### src/sv/pcpd_pkg.sv
package pcpd_pkg;

    // One input word after it has been taken off the slave stream.
    typedef struct packed {
        logic        column_start;
        logic        lump_end;
        logic [11:0] column_index;
        logic [7:0]  data_byte;
    } t_item;

    // One result word as it travels to the master stream.
    typedef struct packed {
        logic [1:0]  result_kind;
        logic [11:0] pixel_column;
        logic [11:0] pixel_row;
        logic [7:0]  color_index;
    } t_result;

    // Fill status of the output queue.
    typedef struct packed {
        logic [1:0] count;
        logic       full;
        logic       empty;
    } t_fifo_stat;

    // Result kinds.
    localparam logic [1:0] C_KIND_PIXEL = 2'd0;
    localparam logic [1:0] C_KIND_DONE  = 2'd1;
    localparam logic [1:0] C_KIND_TRUNC = 2'd2;

    // Post list constants.
    localparam logic [7:0]  C_END_MARK = 8'hFF;
    localparam logic [12:0] C_ROW_SAT  = 13'd8191;
    localparam logic [12:0] C_MAX_DIM  = 13'd4096;

    // Register map.
    localparam logic        C_REG_HEIGHT   = 1'b0;
    localparam logic [11:0] C_HEIGHT_RESET = 12'd128;

endpackage

### src/sv/patch_column_post_decoder_unit.sv
// Channel   Dir  Handshake                      Payload
// s_axis    in   s_axis_tvalid/s_axis_tready    tdata: column_index, data_byte; tlast; tuser
// m_axis    out  m_axis_tvalid/m_axis_tready    tdata: column, row, color; tuser: kind
// apb       in   psel/penable/pwrite, pready=1  image_height at byte address 0
//
// One word is accepted per cycle while the output queue is not full; it is parsed in the input register,
// and its result is written into the output queue as the word leaves that register.
// The input register and the parser state update set that single-cycle rate.
// A two-word output queue lets input continue while a result waits.
// Reset is synchronous and clears the parser, the queue and image_height to 128.
// A full queue holds the input register, which then drops s_axis_tready.
module patch_column_post_decoder_unit (
    input  logic        i_clk,
    input  logic        i_rst_n,
    input  logic        s_axis_tvalid,
    output logic        s_axis_tready,
    input  logic [23:0] s_axis_tdata,   // column_index[11:0], data_byte[19:12], zero pad
    input  logic        s_axis_tlast,   // lump_end
    input  logic        s_axis_tuser,   // column_start
    output logic        m_axis_tvalid,
    input  logic        m_axis_tready,
    output logic [31:0] m_axis_tdata,   // pixel_column[11:0], pixel_row[23:12], color[31:24]
    output logic [1:0]  m_axis_tuser,   // result_kind
    input  logic        psel,
    input  logic        penable,
    input  logic        pwrite,
    input  logic [2:0]  paddr,
    input  logic [31:0] pwdata,
    output logic [31:0] prdata,
    output logic        pready
);
    import pcpd_pkg::*;

    logic        r_in_valid;
    t_item       r_in;
    logic [11:0] r_height;
    logic        w_accept;
    logic        w_fire;
    logic        w_res_valid;
    t_result     w_res;
    t_result     w_out;
    t_fifo_stat  w_fstat;

    // Configuration register.
    assign pready = 1'b1;
    assign prdata = (paddr[2] == C_REG_HEIGHT) ? {20'd0, r_height} : 32'd0;

    always_ff @(posedge i_clk) begin
        if (!i_rst_n) begin
            r_height <= C_HEIGHT_RESET;
        end else if (psel && penable && pwrite && pready && (paddr[2] == C_REG_HEIGHT)) begin
            r_height <= pwdata[11:0];
        end
    end

    // Input register; it drains whenever the queue has room.
    assign w_fire        = r_in_valid && !w_fstat.full;
    assign s_axis_tready = !r_in_valid || w_fire;
    assign w_accept      = s_axis_tvalid && s_axis_tready;

    always_ff @(posedge i_clk) begin
        if (!i_rst_n) begin
            r_in_valid <= 1'b0;
        end else if (w_accept) begin
            r_in_valid <= 1'b1;
        end else if (w_fire) begin
            r_in_valid <= 1'b0;
        end
    end

    always_ff @(posedge i_clk) begin
        if (w_accept) begin
            r_in.column_start <= s_axis_tuser;
            r_in.lump_end     <= s_axis_tlast;
            r_in.column_index <= s_axis_tdata[11:0];
            r_in.data_byte    <= s_axis_tdata[19:12];
        end
    end

    pcpd_core u_core (
        .i_clk       (i_clk),
        .i_rst_n     (i_rst_n),
        .i_fire      (w_fire),
        .i_item      (r_in),
        .i_height    (r_height),
        .o_res_valid (w_res_valid),
        .o_res       (w_res)
    );

    pcpd_out_fifo u_fifo (
        .i_clk     (i_clk),
        .i_rst_n   (i_rst_n),
        .i_wr_en   (w_fire && w_res_valid),
        .i_wr_data (w_res),
        .i_rd_en   (m_axis_tvalid && m_axis_tready),
        .o_rd_data (w_out),
        .o_stat    (w_fstat)
    );

    // Output stream.
    assign m_axis_tvalid = !w_fstat.empty;
    assign m_axis_tuser  = w_out.result_kind;
    assign m_axis_tdata  = {w_out.color_index, w_out.pixel_row, w_out.pixel_column};

    // Input may stall only while a word sits in the input register.
    a_stall_has_word: assert property (@(posedge i_clk) disable iff (!i_rst_n)
        !s_axis_tready |-> r_in_valid)
        else $error("input stalled with an empty input register");

    // The queue never passes two entries.
    a_queue_bound: assert property (@(posedge i_clk) disable iff (!i_rst_n)
        w_fstat.count != 2'd3)
        else $error("output queue overflow");

    // A pushed word always has room in the queue.
    a_push_room: assert property (@(posedge i_clk) disable iff (!i_rst_n)
        (w_fire && w_res_valid) |-> !w_fstat.full)
        else $error("result pushed into a full queue");

    // A pixel write is always inside the configured height.
    a_pixel_in_height: assert property (@(posedge i_clk) disable iff (!i_rst_n)
        (w_fire && w_res_valid && (w_res.result_kind == C_KIND_PIXEL))
            |-> (w_res.pixel_row < r_height))
        else $error("pixel row beyond image height");

endmodule

### src/sv/pcpd_core.sv
module pcpd_core (
    input  logic             i_clk,
    input  logic             i_rst_n,
    input  logic             i_fire,
    input  pcpd_pkg::t_item  i_item,
    input  logic [11:0]      i_height,
    output logic             o_res_valid,
    output pcpd_pkg::t_result o_res
);
    import pcpd_pkg::*;

    // Parse phases.
    localparam logic [2:0] PH_START  = 3'd0;
    localparam logic [2:0] PH_COUNT  = 3'd1;
    localparam logic [2:0] PH_DUMMY  = 3'd2;
    localparam logic [2:0] PH_PIXELS = 3'd3;
    localparam logic [2:0] PH_TRAIL  = 3'd4;
    localparam logic [2:0] PH_DONE   = 3'd5;

    logic [2:0]  r_phase, n_phase;
    logic [12:0] r_offset, n_offset;
    logic [7:0]  r_left, n_left;
    logic [12:0] r_cursor, n_cursor;
    logic [11:0] r_column, n_column;

    // State as seen by this word, after a column start has cleared it.
    logic [2:0]  w_phase;
    logic [12:0] w_offset;
    logic [12:0] w_cursor;
    logic [7:0]  w_left;
    logic [13:0] w_sum;
    logic [7:0]  w_left_dec;
    logic        w_keep;

    assign w_phase  = i_item.column_start ? PH_START : r_phase;
    assign w_offset = i_item.column_start ? 13'd0 : r_offset;
    assign w_cursor = i_item.column_start ? 13'd0 : r_cursor;
    assign w_left   = i_item.column_start ? 8'd0 : r_left;
    assign n_column = i_item.column_start ? i_item.column_index : r_column;

    assign w_sum      = {1'b0, w_offset} + {6'd0, i_item.data_byte};
    assign w_left_dec = w_left - 8'd1;
    assign w_keep     = (w_cursor < {1'b0, i_height}) && (w_cursor < C_MAX_DIM);

    // One parse step per word.
    always_comb begin
        n_phase  = w_phase;
        n_offset = w_offset;
        n_cursor = w_cursor;
        n_left   = w_left;
        o_res_valid        = 1'b0;
        o_res.result_kind  = C_KIND_PIXEL;
        o_res.pixel_column = n_column;
        o_res.pixel_row    = 12'd0;
        o_res.color_index  = 8'd0;
        if (w_phase != PH_DONE) begin
            if (i_item.lump_end) begin
                n_phase           = PH_DONE;
                o_res_valid       = 1'b1;
                o_res.result_kind = (w_phase == PH_START) ? C_KIND_DONE : C_KIND_TRUNC;
            end else begin
                case (w_phase)
                    PH_START: begin
                        if (i_item.data_byte == C_END_MARK) begin
                            n_phase           = PH_DONE;
                            o_res_valid       = 1'b1;
                            o_res.result_kind = C_KIND_DONE;
                        end else begin
                            // Tall-patch rule: small start rows stack on the offset.
                            if ({5'd0, i_item.data_byte} <= w_offset) begin
                                n_offset = (w_sum > {1'b0, C_ROW_SAT}) ? C_ROW_SAT
                                                                       : w_sum[12:0];
                            end else begin
                                n_offset = {5'd0, i_item.data_byte};
                            end
                            n_cursor = n_offset;
                            n_phase  = PH_COUNT;
                        end
                    end
                    PH_COUNT: begin
                        n_left  = i_item.data_byte;
                        n_phase = PH_DUMMY;
                    end
                    PH_DUMMY: begin
                        n_phase = (w_left != 8'd0) ? PH_PIXELS : PH_TRAIL;
                    end
                    PH_PIXELS: begin
                        if (w_cursor < C_ROW_SAT) begin
                            n_cursor = w_cursor + 13'd1;
                        end
                        n_left = w_left_dec;
                        if (w_left_dec == 8'd0) begin
                            n_phase = PH_TRAIL;
                        end
                        if (w_keep) begin
                            o_res_valid       = 1'b1;
                            o_res.pixel_row   = w_cursor[11:0];
                            o_res.color_index = i_item.data_byte;
                        end
                    end
                    PH_TRAIL: begin
                        n_phase = PH_START;
                    end
                    default: begin
                        n_phase = PH_DONE;
                    end
                endcase
            end
        end
    end

    // Parser state advances only on a processed word.
    always_ff @(posedge i_clk) begin
        if (!i_rst_n) begin
            r_phase  <= PH_START;
            r_offset <= 13'd0;
            r_left   <= 8'd0;
            r_cursor <= 13'd0;
            r_column <= 12'd0;
        end else if (i_fire) begin
            r_phase  <= n_phase;
            r_offset <= n_offset;
            r_left   <= n_left;
            r_cursor <= n_cursor;
            r_column <= n_column;
        end
    end

endmodule

### src/sv/pcpd_out_fifo.sv
module pcpd_out_fifo (
    input  logic                 i_clk,
    input  logic                 i_rst_n,
    input  logic                 i_wr_en,
    input  pcpd_pkg::t_result    i_wr_data,
    input  logic                 i_rd_en,
    output pcpd_pkg::t_result    o_rd_data,
    output pcpd_pkg::t_fifo_stat o_stat
);
    import pcpd_pkg::*;

    t_result    r_mem [2];
    logic       r_wptr, r_rptr;
    logic [1:0] r_count, n_count;

    assign o_rd_data    = r_mem[r_rptr];
    assign o_stat.count = r_count;
    assign o_stat.full  = (r_count == 2'd2);
    assign o_stat.empty = (r_count == 2'd0);

    // Count moves by the difference of pushes and pops.
    always_comb begin
        n_count = r_count;
        if (i_wr_en && !i_rd_en) begin
            n_count = r_count + 2'd1;
        end else if (!i_wr_en && i_rd_en) begin
            n_count = r_count - 2'd1;
        end
    end

    always_ff @(posedge i_clk) begin
        if (!i_rst_n) begin
            r_wptr  <= 1'b0;
            r_rptr  <= 1'b0;
            r_count <= 2'd0;
        end else begin
            r_count <= n_count;
            if (i_wr_en) begin
                r_wptr <= ~r_wptr;
            end
            if (i_rd_en) begin
                r_rptr <= ~r_rptr;
            end
        end
    end

    // Storage holds payload only.
    always_ff @(posedge i_clk) begin
        if (i_wr_en) begin
            r_mem[r_wptr] <= i_wr_data;
        end
    end

endmodule
### config.mk
export PLATFORM = sky130hd
export DESIGN_NAME = patch_column_post_decoder_unit
export DESIGN_NICKNAME = d
export VERILOG_FILES = /design/src/sv/pcpd_pkg.sv /design/src/sv/patch_column_post_decoder_unit.sv /design/src/sv/pcpd_core.sv /design/src/sv/pcpd_out_fifo.sv
export SDC_FILE = /design/constraint.sdc
export NUM_CORES = 1
export LEC_CHECK = 0
export BUFFER_PORTS_ARGS = -buffer_cell sky130_fd_sc_hd__buf_2
export CORE_AREA = 4 4 142 144
export DETAILED_ROUTE_END_ITERATION = 10
export DIE_AREA = 0 0 146 148
export GPL_ROUTABILITY_DRIVEN = 0
export PLACE_DENSITY = 0.65
export SLEW_MARGIN = 15
export SYNTH_ARGS = -nofsm -noshare
export SYNTH_HDL_FRONTEND = slang
export SYNTH_SLANG_ARGS = --single-unit
### constraint.sdc
create_clock -name i_clk -period 6.33 [get_ports i_clk]
set_input_delay 0.3165 -clock i_clk [delete_from_list [all_inputs] [get_ports i_clk]]
set_output_delay 0.3165 -clock i_clk [all_outputs]
set_load 0.05 [all_outputs]
# [Word-level counts from Yosys, hierarchy flattened]
# Memories as Yosys holds them, arrays and structs flattened. A register that Yosys moved wholly into a read port is not among the register bits.
# Cells that the tools add are included.
[word_totals] register_bits=88 latch_bits=0 ram_bits=68 rom_bits=0 inputBits=68 output_inout_bits=69 elab_cells=105 memories=1
[op_classes] add_sub_neg=5 mul=0 div_mod_pow=0 order_cmp=5 n_eq_ne=7 shifts=0 mux=48 bitwise=3 reduce_logical=22
[mem_list] name="u_fifo.r_mem" depth=2 word_bits=34 rd=1 rd_clocked_by_memory_dff=1 write_ports=1 line_no="pcpd_out_fifo.sv:12" rtl="t_result r_mem [2];"
[op_table] operator="2-to-1 mux 13 bit" n=12
[op_table] operator="2-to-1 mux 20 bit" n=4
[op_table] operator="less-than comparator 13 bit, second input constant" n=2
[op_table] operator="case mux 13 bit (2 select lines)" n=1
[op_table] operator="2-to-1 mux 12 bit" n=2
[op_table] operator="2-to-1 mux 8 bit" n=3
[op_table] operator="2-to-1 mux 3 bit" n=6
[op_table] operator="case mux 8 bit (2 select lines)" n=1
[op_table] operator="case mux 3 bit (5 select lines)" n=1
[op_table] operator="adder 13 x 8 -> 14 bit" n=1
[op_table] operator="greater-than comparator 14 x 13 -> 1 bit, second input constant" n=1
[op_table] operator="adder 13 x 1 -> 13 bit, second input constant" n=1
[op_table] operator="less-or-equal comparator 8 x 13 -> 1 bit" n=1
[op_table] operator="less-than comparator 13 x 12 -> 1 bit" n=1
[op_table] operator="2-to-1 mux 2 bit" n=6
[op_table] operator="2-to-1 mux 1 bit" n=11
[op_table] operator="logical AND 1 bit" n=10
[op_table] operator="== test 8 bit, second input constant" n=1
[op_table] operator="logical NOT 8 bit" n=1
[op_table] operator="nonzero test 8 bit" n=1
[op_table] operator="subtractor 8 x 1 -> 8 bit, second input constant" n=1
[op_table] operator="== test 3 x 2 -> 1 bit, second input constant" n=2
[op_table] operator="logical NOT 1 bit" n=5
[op_table] operator="nonzero test 2 bit" n=2
[op_table] operator="11 further kinds" n=13

# [Logic depth before layout (Yosys ltp)]
[depth] word_depth=12 ltp_mapped=16 mapped_depth_nobuf=14

# [Hierarchy]
# A second synthesis with hierarchy kept.
[hier_totals] hier_cells=864 hier_area_um2=8456.9
[by_module_without_submodules] mod="pcpd_core" instances=1 cells_each=615 area_each_um2=4307.9 seq_area_each_um2=980.9
[by_module_without_submodules] mod="pcpd_out_fifo" instances=1 cells_each=128 area_each_um2=2671.3 seq_area_each_um2=2142.1
[by_module_without_submodules] mod="patch_column_post_decoder_unit" instances=1 cells_each=121 area_each_um2=1477.7 seq_area_each_um2=920.9

# [Least setup slack after synthesis]
# OpenSTA, ideal clock, no wires.
[synth_timing] kind="flip-flop to flip-flop" startpoint="register r_in[21] (netlist name)" endpoint="memory u_fifo.r_mem[0][0] (netlist name) (enable)" setup_ns=0.429 arrival_time_ns=4.371 t_required_ns=5.901 slack_ns=1.530 path_stages_with_launch=14 period_less_slack_ns=4.800 cell_sequence="edfxtp_1 > buf_2 > clkbuf_1 > buf_2 > clkbuf_1 > nor2b_1 > ha_1 > o21a_1 > o211ai_1 > a21oi_1 > a2111oi_0 > o21ai_0 > a21boi_1 > nor2b_1"
[synth_via] elab_chain_len=10 elab_cells_between_ends=15
[synth_rtl] item="from (decl)" line_no="patch_column_post_decoder_unit.sv:35" rtl="t_item r_in;"
[synth_rtl] item="2-to-1 mux 13 bit" line_no="pcpd_core.sv:37" rtl="assign w_cursor = i_item.column_start ? 13'd0 : r_cursor;"
[synth_rtl] item="less-than comparator 13 x 12 -> 1 bit / less-than comparator 13 bit (equally long branches)" line_no="pcpd_core.sv:43" rtl="assign w_keep = (w_cursor < {1'b0, i_height}) && (w_cursor < C_MAX_DIM);"
[synth_rtl] item="logical AND 1 bit" line_no="pcpd_core.sv:43"
[synth_rtl] item="2-to-1 mux 1 bit" line_no="pcpd_core.sv:95" rtl="if (w_keep) begin"
[synth_rtl] item="case mux 1 bit (2 select lines)" line_no="pcpd_core.sv:62" rtl="case (w_phase)"
[synth_rtl] item="2-to-1 mux 1 bit" line_no="pcpd_core.sv:57" rtl="if (i_item.lump_end) begin"
[synth_rtl] item="2-to-1 mux 1 bit *" line_no="pcpd_core.sv:56" rtl="if (w_phase != PH_DONE) begin"
[synth_rtl] item="logical AND 1 bit *" line_no="patch_column_post_decoder_unit.sv:93" rtl=".i_wr_en (w_fire && w_res_valid),"
[synth_rtl] item="via u_fifo.i_wr_en" line_no="pcpd_out_fifo.sv:4" rtl="input logic i_wr_en,"
[synth_rtl] item="2-to-1 mux 1 bit *" line_no="pcpd_out_fifo.sv:49" rtl="if (i_wr_en) begin"
[synth_rtl] item="2-to-1 mux 1 bit (implied by the code) *" line_no="pcpd_out_fifo.sv:50" rtl="r_mem[r_wptr] <= i_wr_data;"
[synth_rtl] item="to (decl)" line_no="pcpd_out_fifo.sv:12"
# The timed path passes the listed nets; every way through them passes the cells marked *.

# [Final worst setup path]
[layout_timing] startpoint="register r_in[21] (netlist name)" endpoint="memory u_fifo.r_mem[0][19] (netlist name) (enable)"
# The elaborated chain is that of the path after synthesis.

==> results.ini <==
[timing]
finalClockSkew_ps=11.4
finalHoldViolCount=0
grt_setup_unrepaired=false
tightestPinTransition_ps=1160
setup_viol=0
slew_violations=0
fmax_mhz=222
period_minus_slack_ps=4500
min_period_over_period=0.710
tns_ps=0
max-slew-margin-rel=0.226

[grt]
antenna_found_initial=1
grt_usage=0.182
grt_start_max_net_pins=44
grt_pass1_wl_um=31600
overflow=0
grt_pass1_vias=6089

[clocking]
holdBufCountCts=0
cts_root_buf=clkbuf_16
postCtsSetupRepairBufs=0
cts-htree-levels=4
clockBufferDepth=2
path_clk_slew_ps=70
insertion_delay_ps=430
numCtsBuffers=17
cts-resized-gates=0
clock_sinks=157
cts_tree=done

[floorplan]
num_io_pins=137
initial_core_util=0.447
die_y_um=148
fp.dieArea_um2=21600
dieWidth_um=146
rows=50
coreArea_um2=18700

[final_layout]
syn_to_final_growth_pct=13.6
drive_above_1_share=0.204
antennaDiodeCount=0
final_common_cell=nand2_1
final_nets=1017
fin_util=0.508
layout_common_cells=nand2_1, edfxtp_1, buf_2, nor2_1, dfxtp_1

[logic_synthesis]
yosys_most_used_dff=edfxtp_1
yosys.area_share.xor_xnor=0.0147
yosysWarningCount=0
synth_top_family_by_area=simple AND/OR/NAND/NOR gates
netlist_area_um2=8360
synthCells=843
synthMuxAreaShare=0.0705
synth_top_area_frac=0.323
ys_seq_area_frac=0.484
synthSimpleGateAreaFrac=0.167
synth_fa_ha_area_frac=0.0518
synth_area_leaders=edfxtp_1, dfxtp_1, mux2_2
ys_types=82
syn_avg_cell_area_um2=9.92
synth-seq-cells=157
synth-edff-count=90
async_reset_ff_frac=0
yosys.area.top_type=edfxtp_1
synth_compound_area_frac=0.154

[route]
detail_route.first_pass.iterations=5
num_vias=6499
wirelength_um=19900
wire_per_inst_um=17.1
first_iter_violations=454
drc=0
avgViaCountPerCell=5.59
ant_nets=0

[pwr]
total_leakage_power_nw=3.73
ir_worst_vdd_mv=0.194
power_density_nw_per_um2=313

[critical_path]
crit_path_start_kind=flip-flop
cp.required_ps=6380
end_kind=flip-flop
critPathKind=flip-flop to flip-flop
cp_data_arrival_time_ps=4540
cp_max_fo=34

[job]
maxCapViolCount=0

[hold_path]
hold_class=input port to flip-flop

[placement]
hpwl_um=13900
portBuffers=89

[run_status]
status=finished clean

synth_stat cells (all sizes together) (4+ instances only):
cell type / instances
nand2: 98
edfxtp: 90
nor2: 79
dfxtp: 67
a21oi: 55
mux2: 47
inv: 41
o21ai: 41
ha: 33
clkbuf: 32
buf: 29
nand3: 16
nor2b: 16
nor3: 15
and2: 12
nand2b: 11
a22oi: 10
nand4: 10
o211ai: 10
a31oi: 8
xor2: 8
a221oi: 7
a21o: 6
mux2i: 6
xnor2: 6
o21a: 5
o221a: 5
a211oi: 4
nand3b: 4
or3: 4
report_power, final:
group | switching, mW | total (mW) | internal (mW)
Clock | 0.463 | 0.994 | 0.531
Combinational | 0.539 | 0.772 | 0.232
Sequential | 0.0516 | 1.20 | 1.15
Total | 1.05 | 2.97 | 1.91
path summary, 6_finish.rpt:
kind,start,to,slack [ps],cells past startpoint
max,r_in[21],u_fifo.r_mem[0][19],1830,11
min,s_axis_tdata[8],r_in[16],60,1
max reg2reg,r_in[21],u_fifo.r_mem[0][19],1830,11
min reg2reg,u_core.r_column[8],u_core.r_column[8],450,2
metal layers:
| metal | up-vias | share of wire | track usage |
|---|---|---|---|
| met5 | - | 0.0010 | 0 |
| met4 | 2 | 0.017 | 0.0593 |
| met3 | 31 | 0.068 | 0.0429 |
| met2 | 232 | 0.46 | 0.286 |
| met1 | 3066 | 0.46 | 0.249 |
| li1 | 3168 | - | - |
critical path, cell delays in order (launching register included):
cell and delay (ps):
edfxtp_1 590, inv_2 440, nand2_1 210, inv_1 120
ha_1 240, and4_1 190, o211ai_1 90, a21oi_1 60
a2111oi_0 500, o21ai_0 310, a21boi_1 450, nor2b_4 900
per-stage QoR:
stage          cells  worst slack, ps  area (um2)  hold slack [ps]  power (mW)
2_1_floorplan    862             1530        8430              415        1.83
3_3_place_gp    1130             1950        8910              440        1.99
3_5_place_dp    1130             1930        8910              444        2.00
4_1_cts         1162             1900        9500             37.6        2.99
5_1_grt         1162             1620        9500             31.9        3.10
6_report        1162             1830        9500             58.9        2.97
registers in the layout (all words and copies together), names as in the netlist, named ones only:
signal	flops
u_core.r_phase	3
r_in	22
u_fifo.r_wptr	1
u_core.r_cursor	13
u_core.r_left	8
u_fifo.r_rptr	1
u_core.r_offset	13
u_fifo.r_mem	68
r_in_valid	1
u_core.r_column	12
u_fifo.r_count	2
r_height	12
final cells by class:
| cell class | count | area, um2 |
|---|---|---|
| Inverter | 42 | 158 |
| Clock buffer | 17 | 425 |
| Tap cell | 234 | 293 |
| Fill cell | 1682 | 9210 |
| Timing Repair Buffer | 95 | 490 |
| Multi-Input combinational cell | 602 | 3920 |
| Sequential cell | 157 | 4040 |
| Clock inverter | 15 | 166 |
logic make-up (layout without fill, tap and decap cells):
kind of cell / count (synthesis) / in the layout
AND/OR/NAND/NOR: 288 / 288
AO/OA/AOI/OAI: 192 / 192
flip-flops: 157 / 157
buffers and inverters: 103 / 169
multiplexers: 53 / 53
adder cells (fa/ha/maj): 34 / 34
XOR/XNOR: 14 / 14
other: 2 / 21
(Power assumes the default switching activity.)
